[src/sv/bfp_pkg.sv]
`timescale 1ns / 1ps
// ----------------------------------------------------------------------------
// Beacon frame parser package
// Shared payload types, result status codes and frame layout constants.
// ----------------------------------------------------------------------------
package bfp_pkg;

    // Frame layout: two reserved bytes, four time bytes, CRC low and high,
    // descriptor, then eight info bytes.
    localparam int unsigned FRAME_BYTES   = 17;
    localparam int unsigned CRC_SPAN      = 6;
    localparam int unsigned POS_W         = 5;

    localparam logic [POS_W-1:0] POS_TIME_FIRST = POS_W'(2);
    localparam logic [POS_W-1:0] POS_CRC_LOW    = POS_W'(CRC_SPAN);
    localparam logic [POS_W-1:0] POS_CRC_HIGH   = POS_W'(CRC_SPAN + 1);
    localparam logic [POS_W-1:0] POS_DESC       = POS_W'(CRC_SPAN + 2);
    localparam logic [POS_W-1:0] POS_LAST       = POS_W'(FRAME_BYTES - 1);

    // Descriptors below this value carry coordinates.
    localparam logic [7:0] DESC_COORD_LIMIT = 8'd3;

    typedef enum logic [1:0] {
        STATUS_GOOD     = 2'd0,
        STATUS_CRC_ERR  = 2'd1,
        STATUS_TIME_ERR = 2'd2
    } t_status;

    typedef struct packed {
        logic [7:0]  frame_byte;
        logic        first_byte;
        logic [31:0] now_seconds;
    } t_in_item;

    typedef struct packed {
        t_status     status;
        logic [31:0] beacon_time;
        logic [7:0]  info_descriptor;
        logic        coords_valid;
        logic [23:0] latitude;
        logic [23:0] longitude;
        logic [47:0] info_field;
    } t_out_item;

endpackage

[src/sv/bfp_if.sv]
`timescale 1ns / 1ps
// ----------------------------------------------------------------------------
// Beacon frame parser channels
// Valid/ready channels for incoming frame bytes and outgoing parse results.
// ----------------------------------------------------------------------------
interface bfp_in_if;
    logic               valid;
    logic               ready;
    bfp_pkg::t_in_item  data;

    modport source (output valid, output data, input ready);
    modport sink   (input valid, input data, output ready);
endinterface

interface bfp_out_if;
    logic               valid;
    logic               ready;
    bfp_pkg::t_out_item data;

    modport source (output valid, output data, input ready);
    modport sink   (input valid, input data, output ready);
endinterface

[src/sv/bfp_crc_step.sv]
`timescale 1ns / 1ps
// ----------------------------------------------------------------------------
// Beacon frame parser CRC step
// Folds one byte into the 16-bit beacon CRC accumulator.
// ----------------------------------------------------------------------------
module bfp_crc_step (
    input  logic [15:0] i_acc,
    input  logic [7:0]  i_byte,
    output logic [15:0] o_acc
);
    always_comb begin
        logic [15:0] a;
        a = i_acc ^ {8'h00, i_byte};
        a = {a[7:0], a[15:8]};
        a = a ^ ((a & 16'hff00) << 4);
        a = a ^ (a >> 12);
        a = a ^ ((a & 16'hff00) >> 5);
        o_acc = a;
    end
endmodule

[src/sv/beacon_frame_parser.sv]
`timescale 1ns / 1ps
// ----------------------------------------------------------------------------
// Beacon frame parser
// Parses a 17-byte beacon frame arriving one byte per transfer.
// ----------------------------------------------------------------------------
// The parser takes one frame byte per clock cycle and produces at most one
// result per frame. Each accepted byte updates the frame state in the cycle
// it is accepted, and any result it causes is held in an output register from
// the next cycle until the sink takes it. The input is ready whenever that
// output register is empty or is being emptied in the same cycle, so bytes
// stream at one per cycle as long as results are drained. A byte with
// first_byte set always starts a new frame and abandons any frame in
// progress. A CRC mismatch or a beacon time later than now_seconds (sampled
// with the high CRC byte, frame byte 7) produces an error result at that
// byte; a good result is produced at the last byte, frame byte 16. Unmarked
// bytes after a result, or before any marked byte, are discarded.
// ----------------------------------------------------------------------------
module beacon_frame_parser (
    input  logic     i_clk,
    input  logic     i_rst_n,
    bfp_in_if.sink   i_frame,
    bfp_out_if.source o_result
);
    import bfp_pkg::*;

    // Frame state.
    logic [POS_W-1:0] r_pos,      n_pos;
    logic [15:0]      r_crc,      n_crc;
    logic [31:0]      r_time,     n_time;
    logic [7:0]       r_crc_low,  n_crc_low;
    logic [7:0]       r_desc,     n_desc;
    logic [47:0]      r_info,     n_info;
    logic             r_drop,     n_drop;

    // Result register.
    logic             r_out_valid, n_out_valid;
    t_out_item        r_out,       n_out;

    logic             accept;
    logic             emit;
    logic [15:0]      crc_base;
    logic [15:0]      crc_next;
    logic             coords;

    assign i_frame.ready  = !r_out_valid || o_result.ready;
    assign accept         = i_frame.valid && i_frame.ready;
    assign o_result.valid = r_out_valid;
    assign o_result.data  = r_out;

    // A marked byte restarts the CRC from zero.
    assign crc_base = i_frame.data.first_byte ? 16'h0000 : r_crc;

    bfp_crc_step u_crc (
        .i_acc  (crc_base),
        .i_byte (i_frame.data.frame_byte),
        .o_acc  (crc_next)
    );

    assign coords = r_desc < DESC_COORD_LIMIT;

    always_comb begin
        logic [POS_W-1:0] pos;
        logic [31:0]      tim;
        logic [7:0]       clo;
        logic [7:0]       dsc;
        logic [47:0]      inf;
        logic             drp;
        logic [7:0]       b;

        b   = i_frame.data.frame_byte;
        pos = i_frame.data.first_byte ? '0 : r_pos;
        tim = i_frame.data.first_byte ? '0 : r_time;
        clo = i_frame.data.first_byte ? '0 : r_crc_low;
        dsc = i_frame.data.first_byte ? '0 : r_desc;
        inf = i_frame.data.first_byte ? '0 : r_info;
        drp = i_frame.data.first_byte ? 1'b0 : r_drop;

        n_pos     = r_pos;
        n_crc     = r_crc;
        n_time    = r_time;
        n_crc_low = r_crc_low;
        n_desc    = r_desc;
        n_info    = r_info;
        n_drop    = r_drop;
        emit      = 1'b0;
        n_out     = '0;

        if (accept && !drp) begin
            n_pos     = pos + POS_W'(1);
            n_crc     = crc_base;
            n_time    = tim;
            n_crc_low = clo;
            n_desc    = dsc;
            n_info    = inf;
            n_drop    = 1'b0;

            if (pos < POS_CRC_LOW) begin
                n_crc = crc_next;
                if (pos >= POS_TIME_FIRST) begin
                    n_time = {tim[23:0], b};
                end
            end else if (pos == POS_CRC_LOW) begin
                n_crc_low = b;
            end else if (pos == POS_CRC_HIGH) begin
                if ({b, clo} != crc_base) begin
                    n_drop       = 1'b1;
                    emit         = 1'b1;
                    n_out.status = STATUS_CRC_ERR;
                end else if (i_frame.data.now_seconds < tim) begin
                    n_drop       = 1'b1;
                    emit         = 1'b1;
                    n_out.status = STATUS_TIME_ERR;
                end
            end else if (pos == POS_DESC) begin
                n_desc = b;
            end else begin
                // Info bytes arrive low byte first; only the upper six bytes
                // of the word are kept, so the lowest two shift out.
                n_info = {b, inf[47:8]};
                if (pos == POS_LAST) begin
                    n_drop                = 1'b1;
                    emit                  = 1'b1;
                    n_out.status          = STATUS_GOOD;
                    n_out.beacon_time     = tim;
                    n_out.info_descriptor = dsc;
                    n_out.coords_valid    = coords;
                    n_out.info_field      = {b, inf[47:8]};
                    if (coords) begin
                        n_out.latitude  = n_out.info_field[47:24];
                        n_out.longitude = n_out.info_field[23:0];
                    end
                end
            end
        end
    end

    always_comb begin
        n_out_valid = r_out_valid;
        if (accept && emit) begin
            n_out_valid = 1'b1;
        end else if (o_result.ready) begin
            n_out_valid = 1'b0;
        end
    end

    always_ff @(posedge i_clk) begin
        if (!i_rst_n) begin
            r_pos       <= '0;
            r_crc       <= '0;
            r_time      <= '0;
            r_crc_low   <= '0;
            r_desc      <= '0;
            r_info      <= '0;
            r_drop      <= 1'b1;
            r_out_valid <= 1'b0;
        end else begin
            r_pos       <= n_pos;
            r_crc       <= n_crc;
            r_time      <= n_time;
            r_crc_low   <= n_crc_low;
            r_desc      <= n_desc;
            r_info      <= n_info;
            r_drop      <= n_drop;
            r_out_valid <= n_out_valid;
        end
    end

    // The result payload needs no reset; it is qualified by r_out_valid.
    always_ff @(posedge i_clk) begin
        if (accept && emit) begin
            r_out <= n_out;
        end
    end

endmodule
[src/flat_wrapper.sv]
// flat-port wrapper written by rule: the top's interface ports become plain ports
module beacon_frame_parser_flat import bfp_pkg::*;
  (i_clk, i_rst_n, i_frame_valid, i_frame_data, i_frame_ready, o_result_valid, o_result_data, o_result_ready);
  bfp_in_if i_frame_i ();
  bfp_out_if o_result_i ();
  input  logic i_clk;
  input  logic i_rst_n;
  input wire logic [$bits(i_frame_i.valid)-1:0] i_frame_valid;
  input wire logic [$bits(i_frame_i.data)-1:0] i_frame_data;
  output wire logic [$bits(i_frame_i.ready)-1:0] i_frame_ready;
  output wire logic [$bits(o_result_i.valid)-1:0] o_result_valid;
  output wire logic [$bits(o_result_i.data)-1:0] o_result_data;
  input wire logic [$bits(o_result_i.ready)-1:0] o_result_ready;
  assign i_frame_i.valid = i_frame_valid;
  assign i_frame_i.data = i_frame_data;
  assign i_frame_ready = i_frame_i.ready;
  assign o_result_valid = o_result_i.valid;
  assign o_result_data = o_result_i.data;
  assign o_result_i.ready = o_result_ready;
  beacon_frame_parser u_core (.i_clk(i_clk), .i_rst_n(i_rst_n), .i_frame(i_frame_i), .o_result(o_result_i));
endmodule
[config.mk]
export PLATFORM = sky130hd
export DESIGN_NAME = beacon_frame_parser_flat
export DESIGN_NICKNAME = d
export VERILOG_FILES = /design/src/sv/bfp_pkg.sv /design/src/sv/bfp_if.sv /design/src/sv/bfp_crc_step.sv /design/src/sv/beacon_frame_parser.sv /design/src/flat_wrapper.sv
export SDC_FILE = /design/constraint.sdc
export NUM_CORES = 1
export LEC_CHECK = 0
export BUFFER_PORTS_ARGS = -buffer_cell sky130_fd_sc_hd__clkbuf_2
export CAP_MARGIN = 20
export CORE_MARGIN = 2
export CORE_UTILIZATION = 61
export CTS_CLUSTER_DIAMETER = 60
export DETAILED_ROUTE_END_ITERATION = 8
export GPL_ROUTABILITY_DRIVEN = 0
export GPL_TIMING_DRIVEN = 1
export PLACE_DENSITY = 0.83
export SLEW_MARGIN = 20
export SYNTH_ARGS = -nofsm -noshare
export SYNTH_HDL_FRONTEND = slang
export SYNTH_SLANG_ARGS = --single-unit
[constraint.sdc]
create_clock -name i_clk -period 19.6 [get_ports i_clk]
set_input_delay 3.92 -clock i_clk [delete_from_list [all_inputs] [get_ports i_clk]]
set_output_delay 3.92 -clock i_clk [all_outputs]
set_load 0.1 [all_outputs]
# Word-level counts from Yosys, hierarchy flattened
# Cells that the tools add are included.
totals:
  input_bits: 45
  word_cells: 78
  out_inout_bits: 141
  ff_bits: 258
classes:
  order_cmp: 4
  add_sub_neg: 1
  n_bitwise: 7
  n_reduce_logical: 10
  eq_ne: 5
  mux: 36
op_table:
  columns: ["op", "n"]
  rows:
  - ["2-to-1 mux 48 bit", 6]
  - ["2-to-1 mux 139 bit", 1]
  - ["2-to-1 mux 137 bit", 1]
  - ["2-to-1 mux 32 bit", 3]
  - ["2-to-1 mux 8 bit", 8]
  - ["less-than comparator 32 bit", 1]
  - ["2-to-1 mux 16 bit", 2]
  - ["inequality test 16 bit", 1]
  - ["XOR 16 x 11 -> 16 bit", 1]
  - ["XOR 16 bit", 1]
  - ["XOR 16 x 4 -> 16 bit", 1]
  - ["XOR 16 x 8 -> 16 bit", 1]
  - ["2-to-1 mux 1 bit", 11]
  - ["== test 5 x 3 -> 1 bit (second input constant)", 2]
  - ["less-than comparator 8 x 2 -> 1 bit (second input constant)", 1]
  - ["OR reduction 7 bit", 1]
  - ["2-to-1 mux 2 bit", 3]
  - ["OR reduction 6 bit", 1]
  - ["adder 5 x 1 -> 5 bit (second input constant)", 1]
  - ["== test 5 x 4 -> 1 bit (second input constant)", 1]
  - ["== test 5 bit (second input constant)", 1]
  - ["greater-or-equal comparator 5 x 2 -> 1 bit (second input constant)", 1]
  - ["less-than comparator 5 x 3 -> 1 bit (second input constant)", 1]
  - ["2-to-1 mux 5 bit", 1]
  - ["6 further kinds", 11]

# Longest topological paths before layout
logic_depth:
  ltp_word: 10
  mapped_depth: 15

# By module
# A second synthesis with hierarchy kept.
hier_totals:
  hier_cells: 968
  hier_area_um2: 10988.0
by_module_without_submodules:
  columns: ["module", "n_inst", "cells_each", "area_per_inst_um2"]
  rows:
  - ["beacon_frame_parser", 1, 944, 10616.4]
  - ["bfp_crc_step", 1, 24, 371.6]

# Worst setup path after synthesis
# Ideal clock, no wire load.
synth_timing:
  path_type: "in2reg"
  startpoint: "input port i_frame_data[32]"
  endpoint: "register u_core.r_out, in the netlist u_core.o_result.data[0], enable pin"
  setup_time_ns: 0.720
  arrival_ns: 13.516
  t_required_ns: 18.880
  slack_ns: 5.365
  cell_stages: 13
  cell_sequence: "buf_2 -> inv_1 -> clkbuf_1 -> clkbuf_1 -> buf_2 -> nand2_1 -> ha_1 -> nand4_1 -> o22ai_1 -> a211oi_1 -> o31a_1 -> o211ai_1 -> a31oi_1"
synth_between:
  elab_chain_len: 9
  elab_cells_between_ends: 23
synth_lines:
  columns: ["element", "line", "rtl"]
  rows:
  - ["from (decl)", "flat_wrapper.sv:9", "input wire logic [$bits(i_frame_i.data)-1:0] i_frame_data;"]
  - ["2-to-1 mux 32 bit / 2-to-1 mux 5 bit (equally long branches)", "beacon_frame_parser.sv:72, beacon_frame_parser.sv:71", null]
  - ["less-than comparator 32 bit / == test 5 bit (equally long branches)", "beacon_frame_parser.sv:109, beacon_frame_parser.sv:120", null]
  - ["2-to-1 mux 1 bit, on equally long branches", "beacon_frame_parser.sv:109, beacon_frame_parser.sv:120", null]
  - ["2-to-1 mux 1 bit, on equally long branches", "beacon_frame_parser.sv:105, beacon_frame_parser.sv:114", null]
  - ["2-to-1 mux 1 bit", "beacon_frame_parser.sv:104", "end else if (pos == POS_CRC_HIGH) begin"]
  - ["2-to-1 mux 1 bit", "beacon_frame_parser.sv:102", "end else if (pos == POS_CRC_LOW) begin"]
  - ["2-to-1 mux 1 bit", "beacon_frame_parser.sv:97", "if (pos < POS_CRC_LOW) begin"]
  - ["2-to-1 mux 1 bit *", "beacon_frame_parser.sv:88", "if (accept && !drp) begin"]
  - ["logical AND 1 bit *", "beacon_frame_parser.sv:170", "if (accept && emit) begin"]
  - ["to (signal assigned)", "beacon_frame_parser.sv:171", "r_out <= n_out;"]
  - ["to (decl)", "beacon_frame_parser.sv:37", "t_out_item r_out, n_out;"]
# Every way passes the cells marked *; elsewhere a longest branch is shown, timed or not.
# A chain may end at the register's enable or synchronous reset.

# Worst setup path after layout
layout_timing:
  startpoint: "input port o_result_ready"
  endpoint: "output port i_frame_ready"
layout_between:
  elab_chain_len: 1
layout_lines:
  columns: ["element", "line", "rtl"]
  rows:
  - ["from (decl)", "flat_wrapper.sv:13", "input wire logic [$bits(o_result_i.ready)-1:0] o_result_ready;"]
  - ["logical OR 1 bit", "beacon_frame_parser.sv:45", "assign i_frame.ready = !r_out_valid || o_result.ready;"]
  - ["to (decl)", "flat_wrapper.sv:10", "output wire logic [$bits(i_frame_i.ready)-1:0] i_frame_ready;"]
# Every way passes these cells.

==> reports/results.ini <==
[clock_network]
max-clock-path-buffers = 3
cts_hold_buf = 0
cts_made_buffers = 25
cts.sink_count = 250
ctsRootBufferMaster = sky130_fd_sc_hd__clkbuf_16
post_cts_buffers = 0
post_cts_sizing_count = 0
clk_latency_ps = 520
clk_pin_slew_worst_paths_ps = 60
cts-htree-levels = 1
tritoncts = built

[timing]
setup_viol = 0
slew_violations = 0
fin_crit_sh = 0.436
tightestPinTransition_ps = 963
max-slew-margin-rel = 0.354
clock.fmax_ghz = 0.117
grt_setup_unrepaired = false
fin_hold_ws_ps = 517
final.setup_skew_ps = 16.5
final_worst_slack_ps = 11050
timing_hold_violations_final = 0
totalNegativeSetupSlack_ps = 0
final.min_clock_period_ps = 8550

[die]
die_w_microns = 138
die-area_sq_um = 18900
floorplan.initialDensity = 0.627
floorplan.rows = 48
die-height_microns = 138
floorplan.core_area_sq_um = 17400
design.portCount = 186

[finish]
final_layout_size_suffix_gt1_frac = 0.219
syn_to_final_growth_pct = 17.1
antennaDiodeCount = 0
finalNetCount = 1213

[routing]
wl_per_cell_microns = 17.9
post-route-drc-count = 0
antenna_violating_nets_post_route = 0
routed_via_density = 5.84
drt_iter0_drc = 653
detailedRoute.firstPassIterationCount = 6
via_count = 8044
finalWirelength_microns = 24600

[power_and_ir_drop]
vdd_drop_max_uv = 57.7
power.share.combinational = 0.056
cellLeakagePower_nw = 4.37
p_switching_uw = 237
internal-power_uw = 886
power_density_nw_per_um2 = 88.1
share_clk_of_total_power = 0.448
netSwitchingFraction = 0.211
pwr-share-seq = 0.496

[logic_synthesis]
synthesis.nets = 1068
netlist_area_sq_um = 10900
synth_ff_type = sky130_fd_sc_hd__edfxtp_1
ys_seq_elements = 250
synthDominantCellAreaShare = 0.383
synth.lib_cells_used.distinct = 50
synth-edff-count = 139
synth_async_sr_flop_share = 0
post_synth_main_area_contributors = sky130_fd_sc_hd__edfxtp_1, sky130_fd_sc_hd__dfxtp_1, sky130_fd_sc_hd__nor2b_1
syn-instance-count = 989
ys_seq_area_frac = 0.588
syn_area_per_cell_sq_um = 11.0
synth_commonest_cells = sky130_fd_sc_hd__edfxtp_1, sky130_fd_sc_hd__dfxtp_1, sky130_fd_sc_hd__nor2_1, sky130_fd_sc_hd__nand2_1, sky130_fd_sc_hd__nor2b_1
netlist.top_cell.by_area = sky130_fd_sc_hd__edfxtp_1
post-synth-top-count-cell = sky130_fd_sc_hd__edfxtp_1
synth.yosys.warnings = 0

[worst_hold_path]
hp-class = reg -> reg
worst_hold_path.endpoint = u_core.r_crc[15]$_SDFFE_PN0P_
holdPathStages = 2
min_from = u_core.r_crc[15]$_SDFFE_PN0P_

[global_route]
gr-total-overflow = 0
grt_antenna_before_repair = 0
global_route_wire_length_before_repair_microns = 37800
grt_start_max_net_pins = 112
global_route.usage.total = 0.254
via_count_of_the_first_global_routing_pass = 7407

[place]
io_buffer_count = 185
hpwl_microns = 15600
place_ws_ps = 10310

[critical_path]
element_type_at_the_critical_path_end = output pin
worst_r2r_path_depth = 9
worst-setup-path-type = in -> out
worst_reg2reg_path_startpoint = u_core.r_pos[0]$_SDFFE_PN0P_
reg2reg_setup_slack_ps = 15540
worst_setup_path_start_kind = input port
cp.required_ps = 15680
critical_path.max_fanout = 5
worst-endpoint-arrival_ps = 4630
regToRegEndpoint = u_core.o_result.data[87]$_SDFFCE_PP0P_

[outcome]
run_status = complete, no violations

[flow_run]
maxCapViolations = 0

==> kinds of logic after synthesis <==
| logic type | after synthesis | share of synthesized area |
|---|---|---|
| AO/OA/AOI/OAI | 168 | 0.115 |
| XOR/XNOR | 43 | 0.0346 |
| adder cells (fa/ha/maj) | 34 | 0.0391 |
| buffers and inverters | 81 | 0.0329 |
| flip-flops | 250 | 0.588 |
| AND/OR/NAND/NOR | 413 | 0.191 |
==> cell usage in the layout, fill, tap and decap left out, types with 7 or more instances in the layout <==
cell type | netlist | layout
sky130_fd_sc_hd__a21boi_0 | 7 | 7
sky130_fd_sc_hd__a21oi_1 | 15 | 15
sky130_fd_sc_hd__a22oi_1 | 33 | 33
sky130_fd_sc_hd__a32oi_1 | 56 | 56
sky130_fd_sc_hd__and2_1 | 53 | 53
sky130_fd_sc_hd__buf_4 | 1 | 10
sky130_fd_sc_hd__clkbuf_16 | 0 | 28
sky130_fd_sc_hd__clkbuf_2 | 0 | 186
sky130_fd_sc_hd__dfxtp_1 | 111 | 111
sky130_fd_sc_hd__edfxtp_1 | 139 | 139
sky130_fd_sc_hd__ha_1 | 34 | 34
sky130_fd_sc_hd__nand2_1 | 108 | 108
sky130_fd_sc_hd__nor2_1 | 111 | 111
sky130_fd_sc_hd__nor2b_1 | 98 | 98
sky130_fd_sc_hd__nor3_1 | 8 | 8
sky130_fd_sc_hd__o211a_1 | 8 | 8
sky130_fd_sc_hd__o21ai_0 | 24 | 23
sky130_fd_sc_hd__xnor2_1 | 32 | 32
sky130_fd_sc_hd__xor2_1 | 11 | 11
==> per-stage QoR <==
step                      instances  cell area, sq um  utilization  power [mW]
after floorplan                 989             10900            -       0.614
after global placement         1332             11900        0.683       0.628
after CTS                      1378             12800        0.735        1.13
after detailed placement       1332             11900        0.683       0.630
final                          1378             12800        0.735        1.12
after global routing           1378             12800        0.735        1.16
==> worst max-delay path: stages <==
cell,delay (ps)
sky130_fd_sc_hd__clkbuf_2,70
sky130_fd_sc_hd__nand2b_2,160
sky130_fd_sc_hd__clkbuf_2,470
==> metal layers <==
layer / part of all wire / track usage / up-vias
li1: - / - / 3814
met1: 0.42 / 0.340 / 3875
met2: 0.49 / 0.428 / 306
met3: 0.066 / 0.0412 / 49
met4: 0.020 / 0.0704 / 0
met5: 0 / 0 / -
==> flip-flops by register name, summed over array words and instances, names as in the netlist <==
register	flops
u_core.r_crc	16
u_core.r_crc_low	8
u_core.r_time	32
u_core.o_result.data	139
u_core.r_pos	5
u_core.r_info	40
u_core.r_desc	8
u_core.r_drop	1
u_core.o_result.valid	1
==> power by group through the flow <==
stage | clock (mW) | combinational (mW) | sequential, mW
floorplan | 0 | 0.0479 | 0.566
global placement | 0 | 0.0605 | 0.568
detailed placement | 0 | 0.0620 | 0.568
CTS | 0.508 | 0.0624 | 0.557
global route | 0.529 | 0.0693 | 0.557
finish | 0.504 | 0.0627 | 0.557
==> layout make-up <==
cell class,instances,area [sq um]
clock buffers,36,792
clock inverters,10,108
fillers,1204,4600
inverters,4,16.3
multi-input cells,658,4160
flip-flops and latches,250,6400
well taps,225,282
repair buffers,195,1000
==> worst max-delay path by stage <==
stage | start | to | depth (start not counted)
floorplan | i_frame_data[32] | u_core.o_result.data[0]$_SDFFCE_PP0P_ | 13
global placement | i_frame_data[32] | u_core.o_result.data[29]$_SDFFCE_PP0P_ | 11
detailed placement | i_frame_data[32] | u_core.o_result.data[29]$_SDFFCE_PP0P_ | 11
CTS | i_frame_data[32] | u_core.o_result.data[71]$_SDFFCE_PP0P_ | 11
global route | i_frame_data[32] | u_core.o_result.data[31]$_SDFFCE_PP0P_ | 11
finish | o_result_ready | i_frame_ready | 3
Note: power is estimated with default switching activity, not from simulation.
